<file path="config.mk">
export PLATFORM = sky130hd
export DESIGN_NAME = mlft_front
export DESIGN_NICKNAME = d
export VERILOG_FILES = /design/src/mlft_pkg.sv /design/src/mlft_front.sv
export SDC_FILE = /design/constraint.sdc
export NUM_CORES = 1
export LEC_CHECK = 0
export ABC_AREA = 0
export BUFFER_PORTS_ARGS = -buffer_cell sky130_fd_sc_hd__buf_2
export CORE_AREA = 2 2 100 102
export DETAILED_ROUTE_END_ITERATION = 8
export DIE_AREA = 0 0 102 104
export PLACE_DENSITY_LB_ADDON = 0.25
export SETUP_SLACK_MARGIN = 0.02
export SLEW_MARGIN = 20
export SYNTH_ARGS = -nofsm -noshare
export SYNTH_HDL_FRONTEND = slang
export SYNTH_SLANG_ARGS = --single-unit
</file>
<file path="constraint.sdc">
create_clock -name vclk -period 2.6
set_clock_uncertainty 0.1 [all_clocks]
set_input_delay 0.39 -clock vclk [all_inputs]
set_output_delay 0.39 -clock vclk [all_outputs]
set_load 0.1 [all_outputs]
</file>
<file path="src/mlft_pkg.sv">
// ----------------------------------------------------------------------------
// mlft_pkg
// shared types and codes for the mac learning forwarding table
// ----------------------------------------------------------------------------
package mlft_pkg;

    localparam int MAC_W       = 48;
    localparam int PORT_W      = 16;
    localparam int ETYPE_W     = 16;
    localparam int HASH_W      = 8;
    localparam int HASH_RANGE  = 256;
    localparam int GROUP_BIT   = 40;
    localparam int QUEUE_DEPTH = 2;

    localparam logic [ETYPE_W-1:0] LLDP_TYPE = 16'h88cc;

    // verdict codes
    localparam logic [2:0] V_DROP  = 3'd0;
    localparam logic [2:0] V_FWD   = 3'd1;
    localparam logic [2:0] V_FLOOD = 3'd2;
    localparam logic [2:0] V_MCAST = 3'd3;
    localparam logic [2:0] V_LLDP  = 3'd4;

    // learn event codes
    localparam logic [1:0] EV_NONE  = 2'd0;
    localparam logic [1:0] EV_NEW   = 2'd1;
    localparam logic [1:0] EV_MOVED = 2'd2;
    localparam logic [1:0] EV_FULL  = 2'd3;

    // frame classes set by the front end
    localparam logic [1:0] CLS_INVALID = 2'd0;
    localparam logic [1:0] CLS_MCAST   = 2'd1;
    localparam logic [1:0] CLS_LLDP    = 2'd2;
    localparam logic [1:0] CLS_NORMAL  = 2'd3;

    typedef struct packed {
        logic [MAC_W-1:0]   src_mac;
        logic [MAC_W-1:0]   dst_mac;
        logic [ETYPE_W-1:0] ether_type;
        logic [PORT_W-1:0]  in_port;
    } t_in;

    typedef struct packed {
        logic [2:0]        verdict;
        logic [PORT_W-1:0] out_port;
        logic [1:0]        learn_event;
        logic [PORT_W-1:0] old_port;
    } t_out;

    typedef struct packed {
        logic [1:0]        cls;
        logic [HASH_W-1:0] src_hash;
        logic [HASH_W-1:0] dst_hash;
        logic [MAC_W-1:0]  src_mac;
        logic [MAC_W-1:0]  dst_mac;
        logic [PORT_W-1:0] in_port;
    } t_item;

    typedef struct packed {
        logic              valid;
        logic [MAC_W-1:0]  mac;
        logic [PORT_W-1:0] port;
    } t_entry;

endpackage

</file>
<file path="src/mlft_front.sv">
// ----------------------------------------------------------------------------
// mlft_front
// classifies an incoming word and folds both macs into octet hashes
// ----------------------------------------------------------------------------
module mlft_front (
    input  mlft_pkg::t_in   i_word,
    output mlft_pkg::t_item o_item
);
    import mlft_pkg::*;

    function automatic logic [HASH_W-1:0] mac_fold(input logic [MAC_W-1:0] mac);
        logic [HASH_W-1:0] x;
        x = '0;
        for (int i = 0; i < MAC_W / HASH_W; i++) begin
            x = x ^ mac[i*HASH_W +: HASH_W];
        end
        return x;
    endfunction

    logic bad_frame;

    assign bad_frame = (i_word.src_mac == '0) || (i_word.dst_mac == '0)
                     || i_word.src_mac[GROUP_BIT];

    always_comb begin
        o_item.src_hash = mac_fold(i_word.src_mac);
        o_item.dst_hash = mac_fold(i_word.dst_mac);
        o_item.src_mac  = i_word.src_mac;
        o_item.dst_mac  = i_word.dst_mac;
        o_item.in_port  = i_word.in_port;
        priority if (bad_frame) begin
            o_item.cls = CLS_INVALID;
        end else if (i_word.dst_mac[GROUP_BIT]) begin
            o_item.cls = (i_word.ether_type == LLDP_TYPE) ? CLS_LLDP : CLS_MCAST;
        end else begin
            o_item.cls = CLS_NORMAL;
        end
    end

endmodule

</file>
==> summary.txt, run 1 <==
Run status
  – Status: completed

Floorplanning
  – Core area: 9550 um2
  – Die width: 102 um
  – Die height: 104 um
  – Starting Density: 19.3%
  – Die ar.: 10600 um2
  – Top-Level Pins: 258
  – Rows: 36

Worst setup path
  – Worst path most repeated cell: buf_2
  – CP Launch Type: primary input
  – Arrival @ worst endpoint: 1900 ps
  – CP max stage delay: 460 ps
  – Worst-path cell with the longest stage delay: buf_2
  – WS Path Type: in -> out
  – Cell Chain, Critical Path: buf_2, nor4b_1, nand4_1, a211oi_2, buf_2
  – Top cell family by delay on the critical path: simple AND/OR/NAND/NOR gates
  – CP endpoint kind: output pin
  – Max FO, Critical Path: 2
  – Worst EP required: 2110 ps
  – Crit path buf inv count: 2

Hold path
  – Hold depth: 0
  – Hold/Removal Path Class: in -> out
  – Hold Path Origin: i_word[5]
  – Hold endpoint: o_item[5]

Global route
  – Total GRT Usage: 9.97%
  – Largest net degree at the start of global routing: 6
  – First-pass GRT wire length: 8620 um
  – Initial antenna violation count: 0
  – Vias in the first global route: 1767
  – Grt total ovfl: 0

Layout
  – Seq. cell area: 0 um2
  – N_diodes: 0
  – Final net count: 481
  – Layout area overhead: 33.5%
  – Layout cells sized above 1: 72.1%
  – Post-route insts no fill: 484
  – CLK BUF: 0
  – FFs & Latches: 0
  – Fillers: 1107

Synthesis
  – Top-count cell post-synth: buf_4
  – Synth top area share: 45.7%
  – Yosys top cell by area: buf_4
  – Mapped Cells: 234
  – Synth top area cells: buf_4 46%, xnor2_1 30%, xor2_1 7.6%
  – Most frequent cells after synthesis: 112 x buf_4, 64 x xnor2_1, 20 x nor4_1
  – Post-synth cell types: 13
  – Sequential area share after synthesis: 0%
  – Mean Syn Cell Area: 7.86 um2
  – Synthesized area: 1840 um2
  – Syn_nets: 362
  – Yosys Warn Count: 0

Routing
  – First-pass detailed-route iteration total: 4
  – DR iter-0 viols: 24
  – Via/cell ratio: 3.80
  – Drt drc: 0
  – Vias: 1839
  – Post-DRT Antenna Nets: 0
  – Final Routed Wirelength: 6040 um
  – WL/cell: 12.5 um

Timing
  – Final hold slack: 680 ps
  – Max Slew Vio Count: 0
  – Final Setup Violations: 0
  – Final setup TNS: 0 ps
  – Hold Violations, Final: 0
  – Worst Slack Setup Final: 213 ps
  – Fin crit share: 91.8%
  – Tightest Pin Transition: 507 ps
  – Rel. slew slack: 66.5%
  – Fmax: 419 MHz
  – RSZ-0062 raised after global routing: no
  – Clock period minus worst slack: 2390 ps

Place
  – Setup slack after placement: 5.67 ps
  – IO Port Bufs: 226
  – Routability cong.: 0.748
  – Dpl hpwl: 5630 um
  – Placed Cells: 484

Job
  – Max cap viols: 0

Pwr
  – Leakage power: 1.24 nW
  – Pwr/cell area: 712 nW/um2
  – Peak supply drop: 0.000262 V

Clocking
  – Post-CTS Hold Fix Bufs: 0
  – Setup Fix Bufs, Post-CTS: 0
  – CTS-repair resized insts: 1
[cells by family after synthesis]
| kind of cell | count (synthesis) | synth area share, % |
|---|---|---|
| compound gates | 2 | 1.09 |
| buf+inv | 114 | 46.1 |
| xor+xnor | 80 | 38.1 |
| simple gates | 38 | 14.7 |
[report_power, final]
| part | total (mW) | switching, mW | internal (mW) |
|---|---|---|---|
| logic | 1.75 | 1.41 | 0.336 |
| clock network | 0 | 0 | 0 |
| registers | 0 | 0 | 0 |
| total | 1.75 | 1.41 | 0.336 |
[routing by layer]
layer / share of wire, % / GRT usage (%)
met1: 35 / 10.1
met2: 55 / 21.8
met3: 9.7 / 1.01
met4: 0.27 / 0.190
met5: 0 / 0
[cell usage in the layout, fill, tap and decap left out]
master    count
nor3_1        1
nand4_1       7
xnor2_1      48
nor2_1        1
xnor2_2      16
o31ai_2       1
nor4b_1       2
buf_4         3
inv_1         2
nor4_1       19
nor4bb_1      2
nor4_2        5
buf_2       226
a211oi_2      1
xor2_1       16
nor3_2        1
[through the flow]
stage | instance area (um2) | power [mW] | utilization [%]
floorplan | 1970 | 1.67 | -
global placement | 2450 | 1.75 | 25.6
detailed placement | 2450 | 1.76 | 25.6
CTS | 2450 | 1.76 | 25.7
global route | 2450 | 1.80 | 25.7
finish | 2450 | 1.75 | 25.7
[how the worst max path moves through the flow]
stage	start	to	slack, ps	cells past startpoint
after floorplan	i_word[29]	o_item[129]	-40	3
after global placement	i_word[55]	o_item[128]	5	6
after detailed placement	i_word[55]	o_item[128]	6	6
after CTS	i_word[29]	o_item[129]	140	5
after global routing	i_word[29]	o_item[129]	40	5
final	i_word[29]	o_item[129]	210	5
[final cells by class]
cell class	count	area, um2	area share [%]
timing repair buffer	229	1150	47.0
multi-input combinational	120	1130	45.9
tap	133	166	6.78
inverter	2	7.51	0.306
No activity file was read; power rests on OpenSTA's default activity.
==> inputs of run 2 (changes only) <==
clock period = 2.9 ns   (was 2.6 ns; I/O delays follow)
==> summary.txt, run 2 (same netlist as run 1, synthesis figures left out) <==
Global route
  – Grt total ovfl: 0 (unchanged)
  – Total GRT Usage: 9.52% (-0.45 points)
  – Vias in the first global route: 1744 (-1.3%)
  – Largest net degree at the start of global routing: 6 (unchanged)
  – Initial antenna violation count: 0 (unchanged)
  – First-pass GRT wire length: 8420 um (-2.3%)

Floorplanning
  – Starting Density: 19.3% (unchanged)
  – Die ar.: 10600 um2 (unchanged)
  – Top-Level Pins: 258 (unchanged)
  – Rows: 36 (unchanged)
  – Die height: 104 um (unchanged)
  – Die width: 102 um (unchanged)
  – Core area: 9550 um2 (unchanged)

Timing
  – Hold Violations, Final: 0 (unchanged)
  – Final hold slack: 770 ps (+90.0 ps)
  – Tightest Pin Transition: 507 ps (+0.703 ps)
  – Max Slew Vio Count: 0 (unchanged)
  – Rel. slew slack: 65.9% (-0.59 points)
  – Fmax: 402 MHz
  – Worst Slack Setup Final: 410 ps (+197 ps)
  – Final Setup Violations: 0 (unchanged)
  – Clock period minus worst slack: 2490 ps
  – RSZ-0062 raised after global routing: no
  – Fin crit share: 85.9%
  – Final setup TNS: 0 ps (unchanged)

Routing
  – Drt drc: 0 (unchanged)
  – Final Routed Wirelength: 5750 um (-4.8%)
  – Vias: 1867 (+1.5%)
  – DR iter-0 viols: 19 (-21%)
  – WL/cell: 11.9 um (-4.8%)
  – First-pass detailed-route iteration total: 4 (unchanged)
  – Post-DRT Antenna Nets: 0 (unchanged)
  – Via/cell ratio: 3.86 (+1.5%)

Hold path
  – Hold/Removal Path Class: in -> out
  – Hold endpoint: o_item[2]
  – Hold Path Origin: i_word[2]
  – Hold depth: 0 (unchanged)

Place
  – Placed cell areas: 2330 um2 (-4.9%)
  – Dpl hpwl: 5300 um (-5.9%)
  – Placed Cells: 484 (unchanged)
  – IO Port Bufs: 226 (unchanged)
  – Routability cong.: 0.717 (-4.1%)
  – Setup slack after placement: 218 ps (+212 ps)

Layout
  – Layout cells sized above 1: 67.2% (-4.8 points)
  – Most frequent cells in the layout: 226 x buf_2, 64 x xnor2_1, 20 x nor4_1
  – Fillers: 1117 (+0.90%)
  – Layout area overhead: 26.6%
  – CLK BUF: 0 (unchanged)
  – Final net count: 481 (unchanged)
  – Core Util, Final: 24.4% (-1.3 points)
  – Fin area: 2330 um2 (-5.1%)
  – N_diodes: 0 (unchanged)
  – Post-route insts no fill: 484 (unchanged)
  – Seq. cell area: 0 um2 (unchanged)
  – Commonest non-fill, non-tap cell in the layout: buf_2
  – FFs & Latches: 0 (unchanged)

Worst setup path
  – CP endpoint kind: output pin
  – CP max stage delay: 490 ps (+30 ps)
  – Worst EP required: 2370 ps (+260 ps)
  – Cell Chain, Critical Path: buf_2, nor4_1, nand4_1, nor3_1, buf_4, nor3_2, buf_2
  – Worst-path cell with the longest stage delay: nor4_1
  – CP Launch Type: primary input
  – Max FO, Critical Path: 3 (+1)
  – CP startpoint: i_word[93]
  – Arrival @ worst endpoint: 1960 ps (+60 ps)
  – WS Path Type: in -> out
  – Worst path most repeated cell: buf_2

Pwr
  – Total power: 1.51 mW (-14%)
  – Internal power: 0.262 mW (-22%)
  – Switching power: 1.24 mW (-12%)
  – Power share of the combinational group: 100.0% (about the same)
  – Peak supply drop: 0.000314 V (+20%)
  – Flop pwr share: 0% (unchanged)
  – Pwr/cell area: 647 nW/um2 (-9.2%)
  – Leakage power: 1.15 nW (-7.3%)
  – Switching Fraction: 82.6% (+1.8 points)
  – Power share of the clock group: 0% (unchanged)

Clocking
  – CTS-repair resized insts: 0 (-1)
  – Post-CTS Hold Fix Bufs: 0 (unchanged)
  – Setup Fix Bufs, Post-CTS: 0 (unchanged)

Job
  – Max cap viols: 0 (unchanged)

Run status
  – Status: completed
run 2: cell types whose count changed in the layout (fill, tap and decap cells not counted):
cell     before  now
xnor2_2      16    0
nor4_1       19   20
nor4_2        5    4
xnor2_1      48   64
run 2: cell type report:
| type | instances | area, um2 | share of cell area (%) |
|---|---|---|---|
| Tap cell | 133 | 166 | 7.15 |
| Multi-Input combinational cell | 120 | 1000 | 43.0 |
| Timing Repair Buffer | 229 | 1150 | 49.5 |
| Inverter | 2 | 7.51 | 0.322 |
run 2: power groups by stage:
stage,combinational [mW],clock [mW],sequential [mW]
finish,1.51,0,0
global route,1.55,0,0
CTS,1.52,0,0
detailed placement,1.51,0,0
global placement,1.51,0,0
floorplan,1.44,0,0
run 2: critical path, delay by kind of cell:
kind / cells / cell delay, ps
buffers and inverters: 3 / 610
AND/OR/NAND/NOR: 4 / 910
run 2: layer usage:
metal,wire (um),vias to the layer above,global-route usage [%]
met5,0,-,0
met3,481,6,0.672
met1,2160,828,10.3
met2,3070,127,20.1
met4,29,0,0.571
li1,-,906,-
run 2: worst max path at each step:
stage	endpoint	slack, ps	cells after the start
after floorplan	o_item[112]	100	3
after global placement	o_item[129]	160	7
after detailed placement	o_item[128]	220	7
after CTS	o_item[129]	200	7
after global routing	o_item[128]	120	7
final	o_item[128]	410	7
==> inputs of run 3 (changes only) <==
==> constraint.sdc (replaced) <==
create_clock -name vclk -period 2.9
set_clock_uncertainty 0.1 [all_clocks]
set_input_delay 0.58 -clock vclk [all_inputs]
set_output_delay 0.58 -clock vclk [all_outputs]
set_load 0.1 [all_outputs]
==> summary.txt, run 3 (same netlist as run 1, synthesis figures left out) <==
Hold path
  – Hold/Removal Path Class: in -> out
  – Hold Path Origin: i_word[5]

Layout
  – Layout cells sized above 1: 72.2% (+4.9 points)
  – Layout area overhead: 34.0%
  – Seq. cell area: 0 um2 (unchanged)
  – Most frequent cells in the layout: 225 x buf_2, 48 x xnor2_1, 19 x nor4_1
  – CLK BUF: 0 (unchanged)
  – FFs & Latches: 0 (unchanged)
  – Core Util, Final: 25.8% (+1.4 points)
  – N_diodes: 0 (unchanged)
  – Commonest non-fill, non-tap cell in the layout: buf_2
  – Final net count: 482 (+0.21%)

Timing
  – Fin crit share: 93.8% (+7.9 points)
  – Final setup TNS: 0 ps (unchanged)
  – Final Setup Violations: 0 (unchanged)
  – RSZ-0062 raised after global routing: no
  – Worst Slack Setup Final: 180 ps (-230 ps)
  – Hold Violations, Final: 0 (unchanged)
  – Clock period minus worst slack: 2720 ps (+230 ps)
  – Fmax: 368 MHz (-8.5%)
  – Rel. slew slack: 66.3% (+0.42 points)
  – Max Slew Vio Count: 0 (unchanged)
  – Final hold slack: 1060 ps (+290 ps)
  – Tightest Pin Transition: 509 ps (+1.83 ps)

Job
  – Max cap viols: 0 (unchanged)

Floorplanning
  – Rows: 36 (unchanged)
  – Starting Density: 19.3% (unchanged)
  – Top-Level Pins: 258 (unchanged)
  – Die height: 104 um (unchanged)
  – Core area: 9550 um2 (unchanged)
  – Die width: 102 um (unchanged)
  – Die ar.: 10600 um2 (unchanged)

Global route
  – Grt total ovfl: 0 (unchanged)
  – Total GRT Usage: 9.75% (+0.23 points)
  – Initial antenna violation count: 0 (unchanged)
  – Largest net degree at the start of global routing: 6 (unchanged)
  – Vias in the first global route: 1726 (-1.0%)
  – First-pass GRT wire length: 8360 um (-0.82%)

Worst setup path
  – CP startpoint: i_word[49]
  – WS Path Type: in -> out
  – Worst EP required: 2220 ps (-150 ps)
  – CP endpoint kind: output pin
  – Worst-path cell with the longest stage delay: o31ai_2
  – Worst path most repeated cell: buf_2
  – CP Launch Type: primary input
  – Arrival @ worst endpoint: 2040 ps (+80 ps)
  – Max FO, Critical Path: 3 (unchanged)
  – Cell Chain, Critical Path: buf_2, nor4_1, buf_4, nand4_1, o31ai_2, nor3_2, buf_2
  – CP max stage delay: 350 ps (-140 ps)

Place
  – Routability cong.: 0.748 (+4.3%)
  – Setup slack after placement: -53.8 ps (-272 ps)
  – Dpl hpwl: 5620 um (+6.2%)
  – IO Port Bufs: 226 (unchanged)

Routing
  – WL/cell: 12.3 um (+3.9%)
  – Vias: 1851 (-0.86%)
  – First-pass detailed-route iteration total: 2 (-2)
  – Post-DRT Antenna Nets: 0 (unchanged)
  – Final Routed Wirelength: 5990 um (+4.1%)
  – Drt drc: 0 (unchanged)
  – Via/cell ratio: 3.82 (-1.1%)
  – DR iter-0 viols: 20 (+1)

Pwr
  – Total power: 1.57 mW (+4.1%)
  – Pwr/cell area: 636 nW/um2 (-1.6%)
  – Leakage power: 1.25 nW (+8.4%)
  – Peak supply drop: 0.000228 V (-27%)

Run status
  – Status: completed
-- run 3: cell count changes in the layout (fill, tap and decap cells not counted) --
cell / delta
nor4_2: +1
xnor2_1: -16
buf_2: -1
clkbuf_4: +1
xnor2_2: +16
buf_4: +1
nor4_1: -1
-- run 3: per-stage QoR --
| step | cells | area, um2 |
|---|---|---|
| 6_report | 485 | 2460 |
| 5_1_grt | 485 | 2460 |
| 4_1_cts | 485 | 2460 |
| 3_5_place_dp | 485 | 2460 |
| 3_3_place_gp | 485 | 2460 |
| 2_1_floorplan | 234 | 1970 |
-- run 3: worst max-delay path: cells and delay by family --
| kind | cells | cell delay [ps] |
|---|---|---|
| AO/OA/AOI/OAI | 1 | 350 |
| AND/OR/NAND/NOR | 3 | 520 |
| buffers and inverters | 3 | 580 |
-- run 3: power by group --
group / switching, mW / internal, mW / leakage, nW / total (mW)
registers: 0 / 0 / 0 / 0
clock network: 0 / 0 / 0 / 0
logic: 1.27 / 0.302 / 1.25 / 1.57
total: 1.27 / 0.302 / 1.25 / 1.57
-- run 3: area by class of cell --
class                      instances  area (um2)
fill                            1105        7080
inverter                           2        7.51
tap                              133         166
timing repair buffer             230        1160
multi-input combinational        120        1130
-- run 3: final timing paths --
check | to | cells after the start | slack [ps]
max | o_item[128] | 7 | 180
min | o_item[5] | 0 | 1060
-- run 3: metal layers --
layer | track usage, % | part of all wire (%) | vias up
met5 | 0 | 0 | -
met2 | 21.5 | 55 | 139
li1 | - | - | 912
met1 | 9.66 | 34 | 796
met3 | 1.14 | 10 | 4
met4 | 0.190 | 0.27 | 0
-- run 3: what timing repair did --
action	in CTS	in global routing
setup endpoints to repair	2	1
resized for setup	1	1
setup buffers	0	0
hold buffers	0	0
pin swaps	0	0
hold endpoints to repair	0	0
